File: config.mk
export PLATFORM = sky130hd
export DESIGN_NAME = clipped_alpha_blend_pixel_top_flat
export DESIGN_NICKNAME = d
export VERILOG_FILES = /design/src/rtl/core/cab_pkg.sv /design/src/rtl/core/cab_if.sv /design/src/rtl/core/cab_clip.sv /design/src/rtl/core/cab_lane.sv /design/src/rtl/core/cab_skid.sv /design/src/rtl/core/clipped_alpha_blend_pixel_top.sv /design/src/flat_wrapper.sv
export VERILOG_INCLUDE_DIRS = /design/src /design/src/rtl/core
export SDC_FILE = /design/constraint.sdc
export NUM_CORES = 1
export LEC_CHECK = 0
export ABC_AREA = 1
export BUFFER_PORTS_ARGS = -buffer_cell sky130_fd_sc_hd__buf_4
export CAP_MARGIN = 10
export CORE_MARGIN = 10
export CORE_UTILIZATION = 55
export CTS_BUF_LIST = sky130_fd_sc_hd__clkbuf_16
export DETAILED_ROUTE_END_ITERATION = 16
export GPL_ROUTABILITY_DRIVEN = 0
export HOLD_SLACK_MARGIN = 0.06
export PLACE_DENSITY = 0.78
export RECOVER_POWER = 50
export SLEW_MARGIN = 15
export SYNTH_ARGS = -nofsm -noshare
export SYNTH_HDL_FRONTEND = slang
export SYNTH_SLANG_ARGS = --single-unit
File: constraint.sdc
create_clock -name clk -period 7.5 [get_ports clk]
set_input_delay 0.375 -clock clk [delete_from_list [all_inputs] [get_ports clk]]
set_output_delay 0.375 -clock clk [all_outputs]
set_load 0.02 [all_outputs]
File: src/rtl/core/assert_macros.svh
// Assertion macros used by the pixel blend top module.
`ifndef ASSERT_MACROS_SVH
`define ASSERT_MACROS_SVH
`ifndef SYNTHESIS
`define CAB_ASSERT(lbl, clk, rstn, prop) \
	lbl: assert property (@(posedge clk) disable iff (!(rstn)) (prop)) \
		else $error("assertion failed");
`define CAB_ASSERT_IMPL(lbl, clk, rstn, ante, cons) \
	lbl: assert property (@(posedge clk) disable iff (!(rstn)) (ante) |-> (cons)) \
		else $error("assertion failed");
`else
`define CAB_ASSERT(lbl, clk, rstn, prop)
`define CAB_ASSERT_IMPL(lbl, clk, rstn, ante, cons)
`endif
`endif

File: src/rtl/core/cab_pkg.sv
// Types and constants of the clipped alpha blend pixel pipeline.
`timescale 1ns / 1ps
package cab_pkg;
	localparam int DIM_W  = 13;
	localparam int PIX_W  = 32;
	localparam int CHAN_W = 8;
	localparam logic [CHAN_W-1:0] CHAN_MAX = 8'hFF;
	localparam logic [CHAN_W-1:0] ROUND_HALF = 8'd127;

	typedef enum logic [1:0] {
		CFG_DEST_WIDTH  = 2'd0,
		CFG_DEST_HEIGHT = 2'd1,
		CFG_DRAW_MODE   = 2'd2,
		CFG_FILL_COLOR  = 2'd3
	} cfg_idx_t;

	localparam logic [1:0] MODE_FILL  = 2'd0;
	localparam logic [1:0] MODE_CONST = 2'd1;

	typedef struct packed {
		logic [DIM_W-1:0] dest_width;
		logic [DIM_W-1:0] dest_height;
		logic [1:0]       draw_mode;
		logic [PIX_W-1:0] fill_color;
	} cfg_t;

	typedef struct packed {
		logic s1;
		logic s2;
		logic s3;
	} pipe_en_t;

	typedef struct packed {
		logic             write_enable;
		logic [PIX_W-1:0] out_pixel;
	} result_t;
endpackage

File: src/rtl/core/cab_if.sv
// Valid/ready stream interfaces for pixel words and result words.
`timescale 1ns / 1ps
interface cab_in_if #(parameter int COORD_BITS = 14);
	logic                         valid;
	logic                         ready;
	logic signed [COORD_BITS-1:0] pos_x;
	logic signed [COORD_BITS-1:0] pos_y;
	logic [31:0]                  dest_pixel;
	logic [31:0]                  src_pixel;

	modport source (output valid, pos_x, pos_y, dest_pixel, src_pixel, input ready);
	modport sink (input valid, pos_x, pos_y, dest_pixel, src_pixel, output ready);
endinterface

interface cab_out_if;
	logic        valid;
	logic        ready;
	logic        write_enable;
	logic [31:0] out_pixel;

	modport source (output valid, write_enable, out_pixel, input ready);
	modport sink (input valid, write_enable, out_pixel, output ready);
endinterface

File: src/rtl/core/cab_clip.sv
// First stage: clip test against the surface and selection of the blend operands.
`timescale 1ns / 1ps
module cab_clip import cab_pkg::*; #(
	parameter int COORD_BITS = 14
) (
	input  logic                         clk,
	input  pipe_en_t                     en,
	input  cfg_t                         cfg,
	input  logic signed [COORD_BITS-1:0] pos_x,
	input  logic signed [COORD_BITS-1:0] pos_y,
	input  logic [PIX_W-1:0]             dest_pixel,
	input  logic [PIX_W-1:0]             src_pixel,
	output logic                         inside_s1,
	output logic [CHAN_W-1:0]            abyte_s1,
	output logic [CHAN_W-1:0]            alpha_s1,
	output logic [3*CHAN_W-1:0]          src_s1,
	output logic [3*CHAN_W-1:0]          dst_s1
);
	localparam int MAG_W = COORD_BITS - 1;
	localparam int CMP_W = (MAG_W > DIM_W) ? MAG_W : DIM_W;

	logic [CMP_W-1:0]  x_mag, y_mag, w_ext, h_ext;
	logic              on_surf, fill;
	logic [PIX_W-1:0]  color;

	assign x_mag = CMP_W'(pos_x[MAG_W-1:0]);
	assign y_mag = CMP_W'(pos_y[MAG_W-1:0]);
	assign w_ext = CMP_W'(cfg.dest_width);
	assign h_ext = CMP_W'(cfg.dest_height);
	assign on_surf = !pos_x[COORD_BITS-1] && !pos_y[COORD_BITS-1]
		&& (x_mag < w_ext) && (y_mag < h_ext);
	assign fill = (cfg.draw_mode == MODE_FILL);
	assign color = cfg.draw_mode[1] ? src_pixel : cfg.fill_color;

	// Fill mode runs through the blend with full alpha, which returns the color unchanged.
	always_ff @(posedge clk) begin
		if (en.s1) begin
			inside_s1 <= on_surf;
			abyte_s1  <= fill ? cfg.fill_color[PIX_W-1:3*CHAN_W] : '0;
			alpha_s1  <= fill ? CHAN_MAX : color[PIX_W-1:3*CHAN_W];
			src_s1    <= color[3*CHAN_W-1:0];
			dst_s1    <= dest_pixel[3*CHAN_W-1:0];
		end
	end
endmodule

File: src/rtl/core/cab_lane.sv
// One color channel: weighted sum, then rounded division by 255.
`timescale 1ns / 1ps
module cab_lane import cab_pkg::*; (
	input  logic              clk,
	input  pipe_en_t          en,
	input  logic [CHAN_W-1:0] alpha,
	input  logic [CHAN_W-1:0] dst_c,
	input  logic [CHAN_W-1:0] src_c,
	output logic [CHAN_W-1:0] mix_s3
);
	logic [15:0] prod_d, prod_s, sum_n, n_s2;
	logic [16:0] m, q_mul, rem;
	logic [24:0] t;
	logic [8:0]  q0, q;

	assign prod_d = {8'h00, ~alpha} * {8'h00, dst_c};
	assign prod_s = {8'h00, alpha} * {8'h00, src_c};
	assign sum_n  = prod_d + prod_s;

	// The estimate m*257/65536 is at most one below m/255, so one correction step suffices.
	assign m     = 17'(n_s2) + 17'(ROUND_HALF);
	assign t     = {m, 8'h00} + 25'(m);
	assign q0    = t[24:16];
	assign q_mul = {q0, 8'h00} - 17'(q0);
	assign rem   = m - q_mul;
	assign q     = (rem >= 17'(CHAN_MAX)) ? q0 + 9'd1 : q0;

	always_ff @(posedge clk) begin
		if (en.s2) begin
			n_s2 <= sum_n;
		end
		if (en.s3) begin
			mix_s3 <= q[CHAN_W-1:0];
		end
	end
endmodule

File: src/rtl/core/cab_skid.sv
// Output register with a skid entry so that ready toward the pipeline is registered.
`timescale 1ns / 1ps
module cab_skid import cab_pkg::*; (
	input  logic    clk,
	input  logic    arst_n,
	input  logic    in_valid,
	output logic    in_ready,
	input  result_t in_data,
	output logic    out_valid,
	input  logic    out_ready,
	output result_t out_data
);
	logic    main_v_q, skid_v_q, push;
	result_t main_q, skid_q;

	assign in_ready  = !skid_v_q;
	assign push      = in_valid && !skid_v_q;
	assign out_valid = main_v_q;
	assign out_data  = main_q;

	always_ff @(posedge clk or negedge arst_n) begin
		if (!arst_n) begin
			main_v_q <= 1'b0;
			skid_v_q <= 1'b0;
		end else if (!main_v_q || out_ready) begin
			if (skid_v_q) begin
				main_v_q <= 1'b1;
				skid_v_q <= 1'b0;
			end else begin
				main_v_q <= push;
			end
		end else if (push) begin
			skid_v_q <= 1'b1;
		end
	end

	always_ff @(posedge clk) begin
		if (!main_v_q || out_ready) begin
			main_q <= skid_v_q ? skid_q : in_data;
		end else if (push) begin
			skid_q <= in_data;
		end
	end
endmodule

File: src/rtl/core/clipped_alpha_blend_pixel_top.sv
// Usage:
// Pixel words enter on the item channel (coordinate, destination word, source word)
// and one result word per pixel leaves on the result channel, both valid/ready.
// A word is taken at a clock edge with valid and ready high on that channel.
// Write the registers through wr_en, wr_index and wr_data only while the block is idle;
// the block itself does not enforce this. Index 0 width, 1 height, 2 draw mode, 3 fill color.
// One word can enter every clock while item ready is high; the result of a word is
// registered in turn by the clip stage, the multiply stage and the divide stage,
// and then by the output register, which presents it.
// Off-surface pixels give write_enable low and a zero pixel.
// When the receiver stalls, the output register and its skid entry hold words
// and the pipeline stages fill up; item ready drops once all stages are full,
// and no word is lost or repeated.
// Reset clears the configuration registers to zero and empties the pipeline.
`timescale 1ns / 1ps
`include "assert_macros.svh"
module clipped_alpha_blend_pixel_top import cab_pkg::*; #(
	parameter int COORD_BITS = 14
) (
	input  logic             clk,
	input  logic             arst_n,
	input  logic             wr_en,
	input  logic [1:0]       wr_index,
	input  logic [PIX_W-1:0] wr_data,
	cab_in_if.sink           item,
	cab_out_if.source        result
);
	cfg_t     cfg_q;
	pipe_en_t en;
	logic     v_s1, v_s2, v_s3, skid_ready;
	logic     inside_s1, inside_s2, inside_s3;
	logic [CHAN_W-1:0]   abyte_s1, abyte_s2, abyte_s3, alpha_s1;
	logic [3*CHAN_W-1:0] src_s1, dst_s1, rgb_s3;
	result_t  res_s3, res_out;

	always_ff @(posedge clk or negedge arst_n) begin
		if (!arst_n) begin
			cfg_q <= '0;
		end else if (wr_en) begin
			case (cfg_idx_t'(wr_index))
				CFG_DEST_WIDTH:  cfg_q.dest_width  <= wr_data[DIM_W-1:0];
				CFG_DEST_HEIGHT: cfg_q.dest_height <= wr_data[DIM_W-1:0];
				CFG_DRAW_MODE:   cfg_q.draw_mode   <= wr_data[1:0];
				CFG_FILL_COLOR:  cfg_q.fill_color  <= wr_data;
				default: ;
			endcase
		end
	end

	assign en.s3 = !v_s3 || skid_ready;
	assign en.s2 = !v_s2 || en.s3;
	assign en.s1 = !v_s1 || en.s2;
	assign item.ready = en.s1;

	always_ff @(posedge clk or negedge arst_n) begin
		if (!arst_n) begin
			v_s1 <= 1'b0;
			v_s2 <= 1'b0;
			v_s3 <= 1'b0;
		end else begin
			if (en.s1) v_s1 <= item.valid;
			if (en.s2) v_s2 <= v_s1;
			if (en.s3) v_s3 <= v_s2;
		end
	end

	cab_clip #(.COORD_BITS(COORD_BITS)) u_clip (
		.clk        (clk),
		.en         (en),
		.cfg        (cfg_q),
		.pos_x      (item.pos_x),
		.pos_y      (item.pos_y),
		.dest_pixel (item.dest_pixel),
		.src_pixel  (item.src_pixel),
		.inside_s1  (inside_s1),
		.abyte_s1   (abyte_s1),
		.alpha_s1   (alpha_s1),
		.src_s1     (src_s1),
		.dst_s1     (dst_s1)
	);

	for (genvar c = 0; c < 3; c++) begin : g_lane
		cab_lane u_lane (
			.clk    (clk),
			.en     (en),
			.alpha  (alpha_s1),
			.dst_c  (dst_s1[c*CHAN_W +: CHAN_W]),
			.src_c  (src_s1[c*CHAN_W +: CHAN_W]),
			.mix_s3 (rgb_s3[c*CHAN_W +: CHAN_W])
		);
	end

	always_ff @(posedge clk) begin
		if (en.s2) begin
			inside_s2 <= inside_s1;
			abyte_s2  <= abyte_s1;
		end
		if (en.s3) begin
			inside_s3 <= inside_s2;
			abyte_s3  <= abyte_s2;
		end
	end

	assign res_s3.write_enable = inside_s3;
	assign res_s3.out_pixel    = inside_s3 ? {abyte_s3, rgb_s3} : '0;

	cab_skid u_skid (
		.clk       (clk),
		.arst_n    (arst_n),
		.in_valid  (v_s3),
		.in_ready  (skid_ready),
		.in_data   (res_s3),
		.out_valid (result.valid),
		.out_ready (result.ready),
		.out_data  (res_out)
	);

	assign result.write_enable = res_out.write_enable;
	assign result.out_pixel    = res_out.out_pixel;

	`CAB_ASSERT_IMPL(a_clip_zero, clk, arst_n, result.valid && !result.write_enable, result.out_pixel == '0)
	`CAB_ASSERT_IMPL(a_blend_alpha, clk, arst_n, result.valid && (cfg_q.draw_mode != MODE_FILL), result.out_pixel[PIX_W-1:3*CHAN_W] == '0)
	`CAB_ASSERT_IMPL(a_stall_full, clk, arst_n, !item.ready, v_s1 && v_s2 && v_s3 && !skid_ready)
	`CAB_ASSERT_IMPL(a_const_mode_rgb, clk, arst_n, v_s3 && inside_s3 && (cfg_q.draw_mode == MODE_CONST), abyte_s3 == '0)
endmodule

File: src/flat_wrapper.sv
// flat-port wrapper written by rule: the top's interface ports become plain ports
module clipped_alpha_blend_pixel_top_flat import cab_pkg::*;
#(
	parameter int COORD_BITS = 14
)
  (clk, arst_n, wr_en, wr_index, wr_data, item_valid, item_pos_x, item_pos_y, item_dest_pixel, item_src_pixel, item_ready, result_valid, result_write_enable, result_out_pixel, result_ready);
  cab_in_if #(.COORD_BITS(COORD_BITS)) item_i ();
  cab_out_if result_i ();
  input  logic clk;
  input  logic arst_n;
  input  logic wr_en;
  input  logic [1:0] wr_index;
  input  logic [PIX_W-1:0] wr_data;
  input wire logic [$bits(item_i.valid)-1:0] item_valid;
  input wire logic [$bits(item_i.pos_x)-1:0] item_pos_x;
  input wire logic [$bits(item_i.pos_y)-1:0] item_pos_y;
  input wire logic [$bits(item_i.dest_pixel)-1:0] item_dest_pixel;
  input wire logic [$bits(item_i.src_pixel)-1:0] item_src_pixel;
  output wire logic [$bits(item_i.ready)-1:0] item_ready;
  output wire logic [$bits(result_i.valid)-1:0] result_valid;
  output wire logic [$bits(result_i.write_enable)-1:0] result_write_enable;
  output wire logic [$bits(result_i.out_pixel)-1:0] result_out_pixel;
  input wire logic [$bits(result_i.ready)-1:0] result_ready;
  assign item_i.valid = item_valid;
  assign item_i.pos_x = item_pos_x;
  assign item_i.pos_y = item_pos_y;
  assign item_i.dest_pixel = item_dest_pixel;
  assign item_i.src_pixel = item_src_pixel;
  assign item_ready = item_i.ready;
  assign result_valid = result_i.valid;
  assign result_write_enable = result_i.write_enable;
  assign result_out_pixel = result_i.out_pixel;
  assign result_i.ready = result_ready;
  clipped_alpha_blend_pixel_top #(.COORD_BITS(COORD_BITS)) u_core (.clk(clk), .arst_n(arst_n), .wr_en(wr_en), .wr_index(wr_index), .wr_data(wr_data), .item(item_i), .result(result_i));
endmodule
==> Yosys cells after proc, flatten, opt, wreduce, memory -nomap -nowiden <==
Cells that the tools add are included.
{ "totals": {"regBits": 286, "wordCells": 94, "input_bits": 131, "output_inout_bits": 35} }
{ "op_classes": {"mux": 9, "n_mul": 6, "bitwise": 2, "order_cmp": 5, "n_reduce_logical": 23, "add_sub_neg": 18, "n_eq_ne": 3} }
{ "ops": {"columns": ["operator", "n"], "rows": [
  ["$mul A8 B8 Y16", 6],
  ["$add A25 B17 Y25", 3],
  ["$mux W32", 2],
  ["$add A16 B7 Y17 const B", 3],
  ["$ge A17 B8 Y1 const B", 3],
  ["$sub A17 B17 Y17", 3],
  ["$sub A17 B9 Y17", 3],
  ["$add A16 B16 Y16", 3],
  ["$mux W33", 1],
  ["$lt A13 B13 Y1", 2],
  ["$add A8 B1 Y8 const B", 3],
  ["$mux W8", 3],
  ["$reduce_and A2 Y1", 5],
  ["$not A8 Y8", 1],
  ["$logic_not A1 Y1", 7],
  ["$eq A2 B2 Y1 const B", 2],
  ["$logic_and A1 B1 Y1", 4],
  ["$logic_not A2 Y1", 2],
  ["$logic_or A1 B1 Y1", 4],
  ["$mux W1", 3],
  ["$eq A2 B1 Y1 const B", 1],
  ["$reduce_bool A2 Y1", 1],
  ["$not A1 Y1", 1]
]} }

==> Longest topological paths before layout <==
{ "logic_depth": {"word_depth": 6, "ltp_mapped": 40, "ltp_nobuf": 40} }

==> Hierarchy <==
Synthesis repeated with hierarchy kept, for this count alone.
{ "hier_totals": {"cells_unflattened": 3706, "hier_area_um2": 30787.0} }
{ "modules_own_cells": {"columns": ["module", "instances", "cells_per_inst", "area_each_um2"], "rows": [
  ["cab_lane at u_core.g_lane[1].u_lane", 1, 974, 7337.0],
  ["cab_lane at u_core.g_lane[0].u_lane", 1, 941, 7200.7],
  ["cab_lane at u_core.g_lane[2].u_lane", 1, 942, 7168.1],
  ["clipped_alpha_blend_pixel_top", 1, 368, 3360.7],
  ["cab_clip", 1, 299, 3143.0],
  ["cab_skid", 1, 182, 2577.5]
]} }

==> Worst setup path before layout <==
OpenSTA, ideal clock, no wires.
{ "synth_timing": {"path_type": "register to register", "startpoint": "reg u_core.u_clip.alpha_s1[6]", "endpoint": "reg u_core.g_lane[1].u_lane.n_s2[14], data pin", "path_buffers": 2, "stages_incl_launch_ff": 28, "setup_ns": 0.257, "slack_ns": 1.722, "arrival_ns": 5.521, "t_required_ns": 7.243, "synth_period_minus_slack_ns": 5.778, "cell_sequence": "edfxtp_1 -> clkbuf_1 -> inv_1 -> clkbuf_1 -> nand2_1 -> fa_1 -> inv_1 -> fa_1 -> inv_1 -> fa_1 -> fa_1 -> fa_1 -> fa_1 -> inv_1 -> ha_1 -> a21oi_1 -> o21ai_0 -> a21oi_1 -> inv_1 -> nand2_1 -> inv_1 -> o21ai_0 -> nand2_1 -> nand2_1 -> inv_1 -> o21ai_0 -> nand2_1 -> xor2_1"} }
{ "synth_between": {"elab_chain_cells": 3, "elab_cells_between_ends": 4, "classes_between": "add/sub: 1; mul: 2; bitwise: 1"} }
{ "synth_lines": {"columns": ["item", "line", "text"], "rows": [
  ["from (decl)", "cab_clip.sv:15", "output logic [CHAN_W-1:0] alpha_s1,"],
  ["from (signal assigned)", "cab_clip.sv:40", "alpha_s1 <= fill ? CHAN_MAX : color[PIX_W-1:3*CHAN_W];"],
  ["$not A8 Y8", "cab_lane.sv:16", "assign prod_d = {8'h00, ~alpha} * {8'h00, dst_c};"],
  ["$mul A8 B8 Y16", "cab_lane.sv:16", null],
  ["$add A16 B16 Y16 (*)", "cab_lane.sv:18", "assign sum_n = prod_d + prod_s;"],
  ["via u_core.g_lane[1].u_lane.sum_n[14]", "cab_lane.sv:11", "logic [15:0] prod_d, prod_s, sum_n, n_s2;"],
  ["to (signal assigned)", "cab_lane.sv:30", "n_s2 <= sum_n;"],
  ["to (decl)", "cab_lane.sv:11", null]
]} }
Mark *: on every way through the listed nets, which the timed path passes. The rest lies on a longest branch.
A chain may end at the register's enable or synchronous reset.

==> Final worst setup path <==
{ "layout_timing": {"startpoint": "reg u_core.u_clip.alpha_s1[4]", "endpoint": "reg u_core.g_lane[2].u_lane.n_s2[15], data pin"} }
{ "layout_between": {"elab_chain_cells": 3, "elab_cells_between_ends": 4, "classes_between": "add/sub: 1; mul: 2; bitwise: 1"} }
{ "layout_lines": {"columns": ["item", "line"], "rows": [
  ["$not A8 Y8", "cab_lane.sv:16"],
  ["$mul A8 B8 Y16", "cab_lane.sv:16"],
  ["$add A16 B16 Y16 (*)", "cab_lane.sv:18"],
  ["via u_core.g_lane[2].u_lane.sum_n[15]", "cab_lane.sv:11"],
  ["to (signal assigned)", "cab_lane.sv:30"],
  ["to (decl)", "cab_lane.sv:11"]
]} }
Marked as above.

==> results.json <==
{
  "final_nets": 4461,
  "synth_top_cell_by_area": "edfxtp_1",
  "numCtsBuffers": 31,
  "maxSlewViolCount": 184,
  "synthMuxAreaShare_pct": 0.7540,
  "grt.overflow.total": 0,
  "core_um2": 53810,
  "synth_top_area_share_pct": 22.22,
  "reg2reg_slack_ns": 1.12,
  "viasPerCell": 5.117,
  "netlist_instances": 3534,
  "cts-resized-gates": 0,
  "clk_pin_slew_ns": 0.07,
  "synth_cell_type_count": 56,
  "ff2ff_path_depth": 20,
  "yosys_warnings": 0,
  "min_period_over_period_pct": 85.08,
  "synth_area_leaders": "edfxtp_1 22%, fa_1 20%, ha_1 14%, inv_1 11%, nand2_1 10%",
  "rows": 85,
  "yosys.area_share.adder_pct": 33.08,
  "cp_common_cell": "fa_1",
  "io_pins": 166,
  "period_minus_slack_ns": 6.381,
  "relSlewSlack_pct": -156.6,
  "fp.dieW_um": 253.0,
  "postCtsHoldBufs": 67,
  "fp.dieH_um": 253.0,
  "yosysMostFrequentCell": "inv_1",
  "min_path_cells": 3,
  "cts_tree": "yes",
  "worstHoldStart": "item_src_pixel[31]",
  "synth_top_family_by_area": "adder cells",
  "synth_compound_area_share_pct": 4.960,
  "num_antenna_cells": 0,
  "vias": 22700,
  "timing.rr.start": "u_core.u_clip.alpha_s1[4]$_SDFFCE_PN1P_",
  "root_buffer": "clkbuf_16",
  "cts_setup_buffers": 0,
  "yosysSeqAreaShare_pct": 27.66,
  "cts.sinks": 286,
  "avgSynthCellArea_um2": 8.452,
  "hpwlAfterDp_mm": 52.25,
  "first_pass_iters": 5,
  "violations": "capacitance limit, slew limit",
  "critPathKind": "flip-flop to flip-flop",
  "netlist_area_um2": 29870,
  "worstMarginPinSlew_ns": 3.849,
  "finalHoldViolations": 0,
  "crit_chain": "clkinv_1 -> nand2_1 -> fa_1 -> fa_1 -> inv_1 -> fa_1 -> fa_1 -> inv_1 -> fa_1 -> fa_1 -> inv_1 -> ha_1 -> a21oi_1 -> o21ai_0 -> a21boi_0 -> o21ai_0 -> nand2_1 -> a21oi_1 -> nor2_1 -> xor2_1",
  "critPathRequiredTime_ns": 7.84,
  "rsz0062_at_grt": "no",
  "areaGrowthSynthToFinish_pct": 11.07,
  "crit_start": "u_core.u_clip.alpha_s1[4]$_SDFFCE_PN1P_",
  "grt_pass1_wl_mm": 111.4,
  "hp-class": "primary input to flip-flop",
  "crit_path_end_kind": "flip-flop",
  "ys_ff_latch": 286,
  "antenna_found_initial": 0,
  "ant_nets": 0,
  "wl_per_cell_um": 14.91,
  "synthSimpleGateAreaFrac_pct": 17.78,
  "critical_path_depth": 20,
  "setup_viol": 0,
  "cpPeakStageDelay_ns": 0.61,
  "async_reset_ff_share_pct": 22.73,
  "drt_wl_total_mm": 66.15,
  "crit_buf_inv": 4,
  "place.port_buffers": 157,
  "grt_max_degree": 69,
  "initial_core_util_pct": 55.50,
  "synth_xor_area_share_pct": 3.846,
  "synth_flop_cell": "edfxtp_1",
  "clkLatencyLatePin_ns": 0.60,
  "synth_edf_count": 221,
  "drt_iter0_drc": 1433,
  "start_kind": "flip-flop",
  "drive_gt1_share_pct": 6.845,
  "dieArea_um2": 64030,
  "synthTopCellsByCount": "836 x inv_1, 828 x nand2_1, 324 x ha_1",
  "cts_htree_levels": 1,
  "timing.rr.end": "u_core.g_lane[2].u_lane.n_s2[15]$_DFFE_PP_",
  "min_to": "u_core.u_clip.alpha_s1[7]$_SDFFCE_PN1P_",
  "arrival_ns": 6.72,
  "status": "finished, violations left",
  "grtUsageTotal_pct": 21.14,
  "grt_pass1_vias": 23040,
  "crit_slowest_cell": "clkinv_1",
  "cap_violations": 5,
  "cts.path.max_buffers": 3,
  "worstPathMaxFanout": 17,
  "cpLargestDelayFamily": "adder cells",
  "fmax_mhz": 156.7,
  "fin_setup_tns_ns": 0,
  "drcViolationCount": 0,
  "worst_clock_skew_ns": 0.02213
}
==> worst max-delay path by stage <==
| stage | to | slack, ns |
|---|---|---|
| after CTS | u_core.g_lane[2].u_lane.n_s2[15]$_DFFE_PP_ | 1.11 |
| final | u_core.g_lane[2].u_lane.n_s2[15]$_DFFE_PP_ | 1.12 |
| after floorplan | u_core.g_lane[1].u_lane.n_s2[14]$_DFFE_PP_ | 1.72 |
| after global routing | u_core.g_lane[1].u_lane.mix_s3[6]$_DFFE_PP_ | 0.43 |
| after detailed placement | u_core.g_lane[2].u_lane.n_s2[15]$_DFFE_PP_ | 1.10 |
| after global placement | u_core.g_lane[2].u_lane.n_s2[15]$_DFFE_PP_ | 1.25 |
==> worst register-to-register path, stage by stage, from the launching register on <==
cell and delay (ns):
edfxtp_1 0.39, clkinv_1 0.61, nand2_1 0.31, fa_1 0.48, fa_1 0.54, inv_1 0.06, fa_1 0.49, fa_1 0.55
inv_1 0.05, fa_1 0.45, fa_1 0.49, inv_1 0.04, ha_1 0.31, a21oi_1 0.11, o21ai_0 0.29, a21boi_0 0.22
o21ai_0 0.31, nand2_1 0.08, a21oi_1 0.14, nor2_1 0.07, xor2_1 0.15
==> area by class of cell <==
cell class | instances | area, µm²
inverter | 842 | 3161
tap | 696 | 870.8
clock buffer | 31 | 775.7
multi-input combinational | 2313 | 18070
timing repair buffer | 241 | 1819
clock inverter | 27 | 214.0
fill | 4562 | 20640
sequential | 286 | 8264
==> kinds of logic after synthesis <==
family                   Yosys count
AND/OR/NAND/NOR                 1282
buffers and inverters            937
adder cells (fa/ha/maj)          615
flip-flops                       286
AO/OA/AOI/OAI                    267
XOR/XNOR                         126
multiplexers                      20
other                              1
==> routing by layer <==
metal / routed length (µm) / GRT usage [%]
met3: 3755 / 2.512
met1: 28670 / 27.57
met5: 0 / 0
met4: 1907 / 6.142
met2: 31820 / 36.41
==> layout by cell type, fill, tap and decap left out, drive strengths merged, types with 5 or more instances in the layout <==
cell type and instances:
a21o 9, a21oi 98, buf 110, clkbuf 95, clkinv 14, dfrtp 65
dlygate4sd3 67, edfxtp 221, fa 291, ha 324, inv 850, mux2 20
nand2 844, nand3 126, nand3b 8, nand4 20, nor2 232, nor3 31
nor4 9, o21a 5, o21ai 122, o21bai 10, xnor2 26, xor2 100
==> state kept, by name, summed over array words and instances (netlist names), 8 cells and up <==
name                         flops
u_core.u_skid.skid_q            33
u_core.u_skid.out_data          33
u_core.g_lane.u_lane.mix_s3     24
u_core.u_clip.alpha_s1           8
u_core.abyte_s3                  8
u_core.abyte_s2                  8
u_core.u_clip.dst_s1            24
u_core.cfg_q                    60
u_core.u_clip.src_s1            24
u_core.u_clip.abyte_s1           8
u_core.g_lane.u_lane.n_s2       48
==> through the flow <==
stage                     hold slack (ns)  setup WS (ns)  cells  area, µm²  util [%]
after detailed placement           0.4045          1.104   4311      31680     58.86
after floorplan                   0.07941          1.722   3536      29880         -
final                             0.08185          1.119   4436      33170     61.65
after CTS                         0.06172          1.107   4436      33340     61.95
after global routing              0.07516         0.4335   4436      33170     61.65
after global placement             0.4038          1.247   4311      31680     58.86
Power is left out: the tool's default activity adds up to more than one toggle a clock period on the data nets, which glitch-free logic cannot reach.
